## config.mk

```make
export PLATFORM = sky130hd
export DESIGN_NAME = keyboard_scan_code_line_editor
export DESIGN_NICKNAME = d
export VERILOG_FILES = /design/src/rtl/core/kscle_pkg.sv /design/src/rtl/core/kscle_front.sv /design/src/rtl/core/kscle_queue.sv /design/src/rtl/core/kscle_back.sv /design/src/rtl/core/keyboard_scan_code_line_editor.sv
export SDC_FILE = /design/constraint.sdc
export NUM_CORES = 1
export LEC_CHECK = 0
export BUFFER_PORTS_ARGS = -buffer_cell sky130_fd_sc_hd__buf_2
export CAP_MARGIN = 20
export CORE_UTILIZATION = 50
export DETAILED_ROUTE_END_ITERATION = 6
export MAX_ROUTING_LAYER = met4
export PLACE_DENSITY = 0.68
export SLEW_MARGIN = 30
export SYNTH_ARGS = -nofsm -noshare
export SYNTH_HDL_FRONTEND = slang
export SYNTH_HIERARCHICAL = 1
export SYNTH_SLANG_ARGS = --single-unit
```

## constraint.sdc

```tcl
create_clock -name clk_i -period 3.6 [get_ports clk_i]
set_clock_uncertainty 0.05 [all_clocks]
set_input_delay 0.72 -clock clk_i [delete_from_list [all_inputs] [get_ports clk_i]]
set_output_delay 0.72 -clock clk_i [all_outputs]
set_load 0.02 [all_outputs]
```

## src/rtl/core/kscle_pkg.sv

```systemverilog
// shared types, codes and key maps for the scan code line editor
package kscle_pkg;

  // fixed field widths
  localparam int unsigned CharW  = 7;
  localparam int unsigned MaxW   = 7;
  localparam int unsigned LenW   = 6;
  localparam int unsigned KindW  = 2;

  // command queue depth between front and back
  localparam int unsigned QueueDepth = 2;

  // scan code constants
  localparam logic [7:0] SC_BREAK_BIT = 8'h80;
  localparam logic [6:0] SC_LSHIFT    = 7'h2A;
  localparam logic [6:0] SC_RSHIFT    = 7'h36;
  localparam logic [6:0] SC_CTRL      = 7'h1D;
  localparam logic [6:0] SC_ALT       = 7'h38;
  localparam logic [6:0] SC_CAPS      = 7'h3A;
  localparam int unsigned MapSize     = 58;

  // special characters
  localparam logic [CharW-1:0] CH_NONE  = 7'h00;
  localparam logic [CharW-1:0] CH_BKSP  = 7'h08;
  localparam logic [CharW-1:0] CH_ENTER = 7'h0A;

  // result kinds
  localparam logic [KindW-1:0] KIND_ECHO   = 2'd0;
  localparam logic [KindW-1:0] KIND_CMD    = 2'd1;
  localparam logic [KindW-1:0] KIND_STATUS = 2'd2;

  // commands passed from front to back
  typedef enum logic [1:0] {
    CMD_PUT,
    CMD_BKSP,
    CMD_ENTER,
    CMD_READ
  } cmd_e;

  typedef struct packed {
    cmd_e             op;
    logic [CharW-1:0] char_code;
    logic [MaxW-1:0]  max_length;
  } cmd_t;

  // unshifted key map, indexed by make code
  localparam logic [CharW-1:0] PLAIN_MAP [MapSize] = '{
    7'h00, 7'h1B, 7'h31, 7'h32, 7'h33, 7'h34, 7'h35, 7'h36, 7'h37, 7'h38,
    7'h39, 7'h30, 7'h2D, 7'h3D, 7'h08,
    7'h09, 7'h71, 7'h77, 7'h65, 7'h72, 7'h74, 7'h79, 7'h75, 7'h69, 7'h6F,
    7'h70, 7'h5B, 7'h5D, 7'h0A,
    7'h00, 7'h61, 7'h73, 7'h64, 7'h66, 7'h67, 7'h68, 7'h6A, 7'h6B, 7'h6C,
    7'h3B, 7'h27, 7'h60,
    7'h00, 7'h5C, 7'h7A, 7'h78, 7'h63, 7'h76, 7'h62, 7'h6E, 7'h6D, 7'h2C,
    7'h2E, 7'h2F, 7'h00,
    7'h2A, 7'h00, 7'h20
  };

  // shifted key map, used with shift held or caps lock on
  localparam logic [CharW-1:0] SHIFT_MAP [MapSize] = '{
    7'h00, 7'h1B, 7'h21, 7'h40, 7'h23, 7'h24, 7'h25, 7'h5E, 7'h26, 7'h2A,
    7'h28, 7'h29, 7'h5F, 7'h2B, 7'h08,
    7'h09, 7'h51, 7'h57, 7'h45, 7'h52, 7'h54, 7'h59, 7'h55, 7'h49, 7'h4F,
    7'h50, 7'h7B, 7'h7D, 7'h0A,
    7'h00, 7'h41, 7'h53, 7'h44, 7'h46, 7'h47, 7'h48, 7'h4A, 7'h4B, 7'h4C,
    7'h3A, 7'h22, 7'h7E,
    7'h00, 7'h7C, 7'h5A, 7'h58, 7'h43, 7'h56, 7'h42, 7'h4E, 7'h4D, 7'h3C,
    7'h3E, 7'h3F, 7'h00,
    7'h2A, 7'h00, 7'h20
  };

endpackage

```

## src/rtl/core/kscle_front.sv

```systemverilog
// front end: accepts beats, tracks shift and caps lock, maps keys to commands
module kscle_front (
  input  logic                        clk_i,
  input  logic                        rst_ni,
  input  logic                        in_valid_i,
  output logic                        in_ready_o,
  input  logic                        op_i,
  input  logic [7:0]                  scan_code_i,
  input  logic [kscle_pkg::MaxW-1:0]  max_length_i,
  input  logic                        q_full_i,
  output logic                        q_push_o,
  output kscle_pkg::cmd_t             q_cmd_o
);
  import kscle_pkg::*;

  logic             shift_q, shift_d;
  logic             caps_q, caps_d;
  logic             accept;
  logic [6:0]       code7;
  logic [CharW-1:0] map_ch;

  assign in_ready_o = !q_full_i;
  assign accept     = in_valid_i && !q_full_i;
  assign code7      = scan_code_i[6:0];

  // key map lookup
  always_comb begin
    map_ch = CH_NONE;
    if (code7 < 7'(MapSize)) begin
      map_ch = (shift_q || caps_q) ? SHIFT_MAP[6'(code7)] : PLAIN_MAP[6'(code7)];
    end
  end

  // classify the beat
  always_comb begin
    shift_d            = shift_q;
    caps_d             = caps_q;
    q_push_o           = 1'b0;
    q_cmd_o.op         = CMD_PUT;
    q_cmd_o.char_code  = map_ch;
    q_cmd_o.max_length = max_length_i;
    if (accept) begin
      if (op_i) begin
        q_push_o   = 1'b1;
        q_cmd_o.op = CMD_READ;
      end else if ((scan_code_i & SC_BREAK_BIT) != 8'h00) begin
        if (code7 == SC_LSHIFT || code7 == SC_RSHIFT) begin
          shift_d = 1'b0;
        end
      end else if (code7 == SC_LSHIFT || code7 == SC_RSHIFT) begin
        shift_d = 1'b1;
      end else if (code7 == SC_CAPS) begin
        caps_d = !caps_q;
      end else if (code7 == SC_CTRL || code7 == SC_ALT) begin
        q_push_o = 1'b0;
      end else if (map_ch != CH_NONE) begin
        q_push_o = 1'b1;
        priority if (map_ch == CH_ENTER) begin
          q_cmd_o.op = CMD_ENTER;
        end else if (map_ch == CH_BKSP) begin
          q_cmd_o.op = CMD_BKSP;
        end else begin
          q_cmd_o.op = CMD_PUT;
        end
      end
    end
  end

  // modifier state
  always_ff @(posedge clk_i or negedge rst_ni) begin
    if (!rst_ni) begin
      shift_q <= 1'b0;
      caps_q  <= 1'b0;
    end else begin
      shift_q <= shift_d;
      caps_q  <= caps_d;
    end
  end

endmodule

```

## src/rtl/core/kscle_queue.sv

```systemverilog
// short command queue between front and back
module kscle_queue (
  input  logic            clk_i,
  input  logic            rst_ni,
  input  logic            push_i,
  input  kscle_pkg::cmd_t cmd_i,
  output logic            full_o,
  input  logic            pop_i,
  output logic            valid_o,
  output kscle_pkg::cmd_t cmd_o
);
  import kscle_pkg::*;

  localparam int unsigned PtrW = (QueueDepth > 1) ? $clog2(QueueDepth) : 1;
  localparam int unsigned CntW = $clog2(QueueDepth + 1);

  cmd_t            slot_q [QueueDepth];
  logic [PtrW-1:0] wr_ptr_q, wr_ptr_d;
  logic [PtrW-1:0] rd_ptr_q, rd_ptr_d;
  logic [CntW-1:0] count_q, count_d;
  logic            do_push, do_pop;

  assign full_o  = (count_q == CntW'(QueueDepth));
  assign valid_o = (count_q != '0);
  assign cmd_o   = slot_q[rd_ptr_q];
  assign do_push = push_i && !full_o;
  assign do_pop  = pop_i && valid_o;

  // pointer and count update
  always_comb begin
    wr_ptr_d = wr_ptr_q;
    rd_ptr_d = rd_ptr_q;
    count_d  = count_q;
    if (do_push) begin
      wr_ptr_d = (wr_ptr_q == PtrW'(QueueDepth - 1)) ? '0 : wr_ptr_q + 1'b1;
    end
    if (do_pop) begin
      rd_ptr_d = (rd_ptr_q == PtrW'(QueueDepth - 1)) ? '0 : rd_ptr_q + 1'b1;
    end
    if (do_push && !do_pop) begin
      count_d = count_q + 1'b1;
    end else if (do_pop && !do_push) begin
      count_d = count_q - 1'b1;
    end
  end

  always_ff @(posedge clk_i or negedge rst_ni) begin
    if (!rst_ni) begin
      wr_ptr_q <= '0;
      rd_ptr_q <= '0;
      count_q  <= '0;
    end else begin
      wr_ptr_q <= wr_ptr_d;
      rd_ptr_q <= rd_ptr_d;
      count_q  <= count_d;
    end
  end

  // entry storage
  always_ff @(posedge clk_i) begin
    if (do_push) begin
      slot_q[wr_ptr_q] <= cmd_i;
    end
  end

endmodule

```

## src/rtl/core/kscle_back.sv

```systemverilog
// back end: line store, fill count, readout and the output register
module kscle_back #(
  parameter int unsigned LINE_SIZE = 64
) (
  input  logic                         clk_i,
  input  logic                         rst_ni,
  input  logic                         q_valid_i,
  input  kscle_pkg::cmd_t              q_cmd_i,
  output logic                         q_pop_o,
  output logic                         out_valid_o,
  input  logic                         out_ready_i,
  output logic [kscle_pkg::KindW-1:0]  kind_o,
  output logic [kscle_pkg::CharW-1:0]  char_code_o,
  output logic [kscle_pkg::LenW-1:0]   length_o,
  output logic                         ready_res_o,
  output logic                         last_o
);
  import kscle_pkg::*;

  localparam int unsigned CW = $clog2(LINE_SIZE);

  localparam logic ST_IDLE = 1'b0;
  localparam logic ST_READ = 1'b1;

  logic [CharW-1:0] mem [LINE_SIZE];

  logic             state_q, state_d;
  logic [CW-1:0]    fill_q, fill_d;
  logic             line_rdy_q, line_rdy_d;
  logic [CW-1:0]    idx_q, idx_d;
  logic [CW-1:0]    n_q, n_d;
  logic [CharW-1:0] rd_data_q;
  logic [CW-1:0]    rd_addr;
  logic             mem_we;

  logic             out_valid_q, out_valid_d;
  logic [KindW-1:0] kind_q, kind_d;
  logic [CharW-1:0] char_q, char_d;
  logic [LenW-1:0]  len_q, len_d;
  logic             rdy_q, rdy_d;
  logic             last_q, last_d;

  logic             out_free;
  logic [MaxW-1:0]  lim;
  logic [CW-1:0]    n_calc;
  logic             rd_last;

  assign out_free = !out_valid_q || out_ready_i;

  // characters to return: max_length less one, limited by the fill count
  assign lim    = (q_cmd_i.max_length == '0) ? '0 : q_cmd_i.max_length - 1'b1;
  assign n_calc = (lim < MaxW'(fill_q)) ? CW'(lim) : fill_q;
  assign rd_last = (idx_q + 1'b1 == n_q);

  // command execution
  always_comb begin
    state_d     = state_q;
    fill_d      = fill_q;
    line_rdy_d  = line_rdy_q;
    idx_d       = idx_q;
    n_d         = n_q;
    rd_addr     = '0;
    mem_we      = 1'b0;
    q_pop_o     = 1'b0;
    out_valid_d = out_valid_q && !out_ready_i;
    kind_d      = kind_q;
    char_d      = char_q;
    len_d       = len_q;
    rdy_d       = rdy_q;
    last_d      = last_q;
    unique case (state_q)
      ST_IDLE: begin
        if (q_valid_i && out_free) begin
          q_pop_o = 1'b1;
          kind_d  = KIND_ECHO;
          char_d  = q_cmd_i.char_code;
          len_d   = '0;
          rdy_d   = 1'b0;
          last_d  = 1'b1;
          unique case (q_cmd_i.op)
            CMD_PUT: begin
              if (fill_q < CW'(LINE_SIZE - 1)) begin
                mem_we      = 1'b1;
                fill_d      = fill_q + 1'b1;
                out_valid_d = 1'b1;
              end
            end
            CMD_BKSP: begin
              if (fill_q != '0) begin
                fill_d      = fill_q - 1'b1;
                char_d      = CH_BKSP;
                out_valid_d = 1'b1;
              end
            end
            CMD_ENTER: begin
              line_rdy_d  = 1'b1;
              char_d      = CH_ENTER;
              out_valid_d = 1'b1;
            end
            CMD_READ: begin
              kind_d = KIND_STATUS;
              char_d = CH_NONE;
              if (!line_rdy_q) begin
                out_valid_d = 1'b1;
              end else if (n_calc == '0) begin
                rdy_d       = 1'b1;
                out_valid_d = 1'b1;
                fill_d      = '0;
                line_rdy_d  = 1'b0;
              end else begin
                n_d     = n_calc;
                idx_d   = '0;
                state_d = ST_READ;
              end
            end
            default: begin
              out_valid_d = out_valid_q && !out_ready_i;
            end
          endcase
        end
      end
      ST_READ: begin
        rd_addr = idx_q;
        if (out_free) begin
          out_valid_d = 1'b1;
          kind_d      = KIND_CMD;
          char_d      = rd_data_q;
          rdy_d       = 1'b1;
          last_d      = rd_last;
          len_d       = rd_last ? LenW'(n_q) : '0;
          idx_d       = idx_q + 1'b1;
          rd_addr     = idx_q + 1'b1;
          if (rd_last) begin
            state_d    = ST_IDLE;
            fill_d     = '0;
            line_rdy_d = 1'b0;
          end
        end
      end
      default: begin
        state_d = ST_IDLE;
      end
    endcase
  end

  // control registers
  always_ff @(posedge clk_i or negedge rst_ni) begin
    if (!rst_ni) begin
      state_q     <= ST_IDLE;
      fill_q      <= '0;
      line_rdy_q  <= 1'b0;
      out_valid_q <= 1'b0;
    end else begin
      state_q     <= state_d;
      fill_q      <= fill_d;
      line_rdy_q  <= line_rdy_d;
      out_valid_q <= out_valid_d;
    end
  end

  // readout position and output payload
  always_ff @(posedge clk_i) begin
    idx_q  <= idx_d;
    n_q    <= n_d;
    kind_q <= kind_d;
    char_q <= char_d;
    len_q  <= len_d;
    rdy_q  <= rdy_d;
    last_q <= last_d;
  end

  // line store, one write and one registered read per cycle
  always_ff @(posedge clk_i) begin
    if (mem_we) begin
      mem[fill_q] <= q_cmd_i.char_code;
    end
    rd_data_q <= mem[rd_addr];
  end

  assign out_valid_o = out_valid_q;
  assign kind_o      = kind_q;
  assign char_code_o = char_q;
  assign length_o    = len_q;
  assign ready_res_o = rdy_q;
  assign last_o      = last_q;

endmodule

```

## src/rtl/core/keyboard_scan_code_line_editor.sv

```systemverilog
// top level of the scan code set 1 line editor
//
// Input channel (in_valid_i / in_ready_o): one beat is either a keyboard byte
// (op_i = 0, scan_code_i) or a read request for the finished line
// (op_i = 1, max_length_i). Output channel (out_valid_o / out_ready_i): echo
// characters, command characters and status beats, last_o on the final one.
// The front end tracks shift and caps lock and maps keys; it queues at most
// two commands for the back end, which holds the line store. Keys that give
// no result (releases, modifiers, unmapped codes) are absorbed at the front.
// A keystroke echo passes through the command queue and the output register.
// A read of n characters passes through the command queue and the read
// state, then delivers one character a cycle from the registered line store
// port while the receiver does not stall.
// While the receiver stalls, the output register holds its beat; the queue
// fills and in_ready_o drops once two commands are waiting.
// Reset clears shift, caps lock, the fill count, the ready flag and the
// queue; the line store itself is not cleared and needs no sweep.
module keyboard_scan_code_line_editor #(
  parameter int unsigned LINE_SIZE = 64
) (
  input  logic                         clk_i,
  input  logic                         rst_ni,
  input  logic                         in_valid_i,
  output logic                         in_ready_o,
  input  logic                         op_i,
  input  logic [7:0]                   scan_code_i,
  input  logic [kscle_pkg::MaxW-1:0]   max_length_i,
  output logic                         out_valid_o,
  input  logic                         out_ready_i,
  output logic [kscle_pkg::KindW-1:0]  kind_o,
  output logic [kscle_pkg::CharW-1:0]  char_code_o,
  output logic [kscle_pkg::LenW-1:0]   length_o,
  output logic                         ready_res_o,
  output logic                         last_o
);
  import kscle_pkg::*;

  logic q_full, q_push, q_pop, q_valid;
  cmd_t q_wr_cmd, q_rd_cmd;

  // key classification
  kscle_front u_front (
    .clk_i        (clk_i),
    .rst_ni       (rst_ni),
    .in_valid_i   (in_valid_i),
    .in_ready_o   (in_ready_o),
    .op_i         (op_i),
    .scan_code_i  (scan_code_i),
    .max_length_i (max_length_i),
    .q_full_i     (q_full),
    .q_push_o     (q_push),
    .q_cmd_o      (q_wr_cmd)
  );

  // command queue
  kscle_queue u_queue (
    .clk_i   (clk_i),
    .rst_ni  (rst_ni),
    .push_i  (q_push),
    .cmd_i   (q_wr_cmd),
    .full_o  (q_full),
    .pop_i   (q_pop),
    .valid_o (q_valid),
    .cmd_o   (q_rd_cmd)
  );

  // line store and result generation
  kscle_back #(
    .LINE_SIZE (LINE_SIZE)
  ) u_back (
    .clk_i       (clk_i),
    .rst_ni      (rst_ni),
    .q_valid_i   (q_valid),
    .q_cmd_i     (q_rd_cmd),
    .q_pop_o     (q_pop),
    .out_valid_o (out_valid_o),
    .out_ready_i (out_ready_i),
    .kind_o      (kind_o),
    .char_code_o (char_code_o),
    .length_o    (length_o),
    .ready_res_o (ready_res_o),
    .last_o      (last_o)
  );

endmodule
```

==> flow_metrics.env <==
export IMPL_status="complete, no violations"
export IMPL_worstPathRequired_ns=3.99
export IMPL_synth_area_leaders="edfxtp_1 66%, mux4_2 5.2%, nand2_1 4.7%"
export IMPL_p_sw_mw=7.48
export IMPL_synth_edff_count=509
export IMPL_vias=14700
export IMPL_reg2reg_slack_ns=0.1
export IMPL_port_buffers=38
export IMPL_clkLatencyLatePin_ns=0.57
export IMPL_wirelength_um=54800
export IMPL_p_leak_nw=9.12
export IMPL_area_growth_pct=14.3
export IMPL_grt_max_degree=69
export IMPL_fp_dieH_um=217
export IMPL_syn_area_per_cell_um2=13.6
export IMPL_initial_core_util_pct=50.9
export IMPL_rr_worst_depth=14
export IMPL_drc_errors=0
export IMPL_synth_top_cell_area_share_pct=65.9
export IMPL_critPathLaunchType="flip-flop"
export IMPL_max_freq_ghz=0.285
export IMPL_post_drt_wl_per_cell_um=22.2
export IMPL_synth_top_cells_by_count="509 x edfxtp_1, 291 x nand2_1, 129 x nor2_1, 96 x nand3_1, 94 x a21oi_1"
export IMPL_final_nets=1880
export IMPL_viasPerCell=5.92
export IMPL_cp_cell_sequence="mux2_2 -> inv_1 -> ha_2 -> nand2_1 -> nor3_2 -> a21o_1 -> ha_1 -> a21o_1 -> a221o_1 -> a41oi_2 -> o221ai_2 -> o21a_1 -> a22o_4 -> mux2_2"
export IMPL_design_core_area_mm2=0.0456
export IMPL_cp_arrival_ns=3.90
export IMPL_cap_violations=0
export IMPL_reg2reg_to="u_back/fill_q[0]"
export IMPL_grt_usage_pct=24.2
export IMPL_die_area_mm2=0.0472
export IMPL_layout_setup_ws_ns=0.0952
export IMPL_final_max_slew_viol_count=0
export IMPL_num_antenna_cells=0
export IMPL_cts_root_buf="clkbuf_16"
export IMPL_synth_ff_type="edfxtp_1"
export IMPL_setup_worst_path_end_class="flip-flop"
export IMPL_rows=78
export IMPL_place_ws_ns=-0.0119
export IMPL_yosysUniqueCellTypes=86
export IMPL_cts_hold_buffers_added=0
export IMPL_htree_levels=2
export IMPL_criticalPathCategory="reg -> reg"
export IMPL_drt_first_pass_iters=5
export IMPL_hold_ws_ns=0.0197
export IMPL_first_iter_violations=1363
export IMPL_clk_pin_slew_worst_paths_ns=0.06
export IMPL_setup_viol=0
export IMPL_switching_share_pct=35.8
export IMPL_finalPower_mw=20.9
export IMPL_cp_slowest_cell="dfrtp_2"
export IMPL_synth_largest_area_cell="edfxtp_1"
export IMPL_seqPwrFrac_pct=38.5
export IMPL_netlist_area_mm2=0.0232
export IMPL_tightest_slew_ns=0.875
export IMPL_grt_pass1_wl_um=84400
export IMPL_internal_power_mw=13.4
export IMPL_min_period_ns=3.50
export IMPL_vdd_ir_drop_max_uv=852
export IMPL_period_share_pct=97.4
export IMPL_hp_class="in -> async"
export IMPL_cts_tree="built"
export IMPL_max_stage_delay_ns=0.42
export IMPL_dpl_hpwl_um=35600
export IMPL_synth_seq_cells=531
export IMPL_dp_cells=2378
export IMPL_drive_gt1_share_pct=19.5
export IMPL_hold_viol=0
export IMPL_drtAntennaViolNets=0
export IMPL_cts_sink_count=531
export IMPL_netlist_instances=1706
export IMPL_finalNonFillerCells=2475
export IMPL_synth_most_common_cell="edfxtp_1"
export IMPL_regToRegStartpoint="u_queue/rd_ptr_q"
export IMPL_finalWeightedCongestion=0.893
export IMPL_combPwrFrac_pct=37.3
export IMPL_die_w_um=217
export IMPL_seq_area_frac_synth_pct=68.1
export IMPL_antenna_found_initial=1
export IMPL_grt_pass1_vias=14400
export IMPL_clkPwrFrac_pct=24.3
export IMPL_powerDensity_mw_per_mm2=789
export IMPL_synthArstFlopShare_pct=2.82
export IMPL_yosys_warnings=6
export IMPL_maxSlewHeadroom_pct=41.2
export IMPL_grt_ovfl_total=0
export IMPL_cts_max_path_buffers=3
export IMPL_io_pins=39
export IMPL_crit_fanout=6
export IMPL_numCtsBuffers=50
what timing repair did:
action,CTS,global route
setup endpoints to repair,17,42
pin swaps,1,8
cloned,0,0
setup buffers,1,4
resized for setup,2,15
how the worst max path moves through the flow:
| stage | from | to | slack, ns | cells past startpoint |
|---|---|---|---|---|
| 2_1_floorplan | scan_code_i[0] | u_queue/count_q[1] | -0.02 | 15 |
| 3_3_place_gp | scan_code_i[0] | u_queue/count_q[1] | 0.07 | 15 |
| 3_5_place_dp | u_queue/rd_ptr_q | u_back/fill_q[0] | -0.01 | 14 |
| 4_1_cts | u_queue/rd_ptr_q | u_back/fill_q[0] | 0.08 | 14 |
| 5_1_grt | u_queue/rd_ptr_q | u_back/fill_q[0] | -0.04 | 14 |
| 6_report | u_queue/rd_ptr_q | u_back/fill_q[0] | 0.1 | 14 |
worst max-delay path: cells and delay by family (launching register included):
| family | cells | cell delay, ns |
|---|---|---|
| AO/OA/AOI/OAI | 7 | 1.47 |
| flip-flops | 1 | 0.42 |
| multiplexers | 2 | 0.64 |
| AND/OR/NAND/NOR | 2 | 0.25 |
| buffers and inverters | 1 | 0.10 |
| adder cells (fa/ha/maj) | 2 | 0.47 |
cells in the final DEF (no fill, tap or decap), types with 9 or more instances in the layout:
cell type / netlist / final
nor3_1: 21 / 19
ha_1: 24 / 23
clkinvlp_4: 0 / 9
o21ai_0: 36 / 36
o22ai_1: 19 / 19
clkinv_1: 1 / 11
and2_1: 15 / 14
nand2b_1: 12 / 12
buf_12: 1 / 13
inv_1: 24 / 23
clkbuf_16: 0 / 51
buf_4: 10 / 117
xnor2_1: 17 / 17
a21oi_1: 94 / 94
and3_1: 17 / 17
nor2b_1: 16 / 16
nand2_1: 291 / 291
mux2_4: 9 / 9
mux2_2: 13 / 13
nand3_1: 96 / 95
a22o_1: 10 / 10
edfxtp_1: 509 / 509
dfrtp_1: 15 / 14
o211ai_1: 10 / 10
nor2_1: 129 / 124
buf_2: 23 / 38
a31oi_1: 28 / 27
clkinv_2: 0 / 13
mux4_2: 54 / 54
power by group through the flow:
| stage | Sequential [mW] | Clock, mW | Combinational (mW) |
|---|---|---|---|
| 2_1_floorplan | 8.13 | 0 | 5.00 |
| 3_3_place_gp | 8.16 | 0 | 7.47 |
| 3_5_place_dp | 8.18 | 0 | 7.63 |
| 4_1_cts | 8.05 | 5.17 | 7.66 |
| 5_1_grt | 8.09 | 5.38 | 8.39 |
| 6_report | 8.05 | 5.07 | 7.79 |
per-layer routing:
metal / wire [um] / vias up / share of wire [%] / global-route usage, %
met2: 27500 / 604 / 50 / 39.9
met5: 0 / - / 0 / -
met1: 21900 / 7269 / 40 / 31.2
met4: 1650 / 0 / 3.0 / 8.12
li1: - / 6671 / - / -
met3: 3750 / 113 / 6.8 / 3.13
state kept, by name, indices dropped and copies added, names as in the netlist, 2 cells and up:
signal and count:
u_back/idx_q 6, u_back/rd_data_q 7, u_back/n_q 6, u_queue/slot_q 32
u_back/length_o 6, u_queue/count_q 2, u_back/mem 448, u_back/char_code_o 7
u_back/kind_o 2, u_back/fill_q 6
final cells by class:
cell class,count,area (um2)
fill,3490,19100
sequential,531,15800
multi-input combinational,1054,6900
timing repair buffer,170,1350
clock buffer,55,1310
tap,600,751
clock inverter,37,282
inverter,28,109
through the flow:
| stage | area (um2) | util [%] | TNS, ns |
|---|---|---|---|
| floorplan | 23200 | - | -0.0150 |
| global placement | 24800 | 54.4 | 0 |
| detailed placement | 24800 | 54.4 | -0.0119 |
| CTS | 26400 | 58.0 | 0 |
| global route | 26500 | 58.2 | -0.229 |
| finish | 26500 | 58.2 | 0 |
kinds of logic (layout without fill, tap and decap cells):
| group | after synthesis | count (layout) | synth area share (%) |
|---|---|---|---|
| AND/OR/NAND/NOR | 643 | 643 | 12.5 |
| flip-flops | 531 | 531 | 68.1 |
| AO/OA/AOI/OAI | 273 | 273 | 7.78 |
| buffers and inverters | 127 | 290 | 2.54 |
| multiplexers | 82 | 82 | 6.77 |
| adder cells (fa/ha/maj) | 25 | 25 | 1.38 |
| XOR/XNOR | 24 | 24 | 0.906 |
| other | 1 | 7 | 0.0162 |
Power figures use the tool's default switching activity.
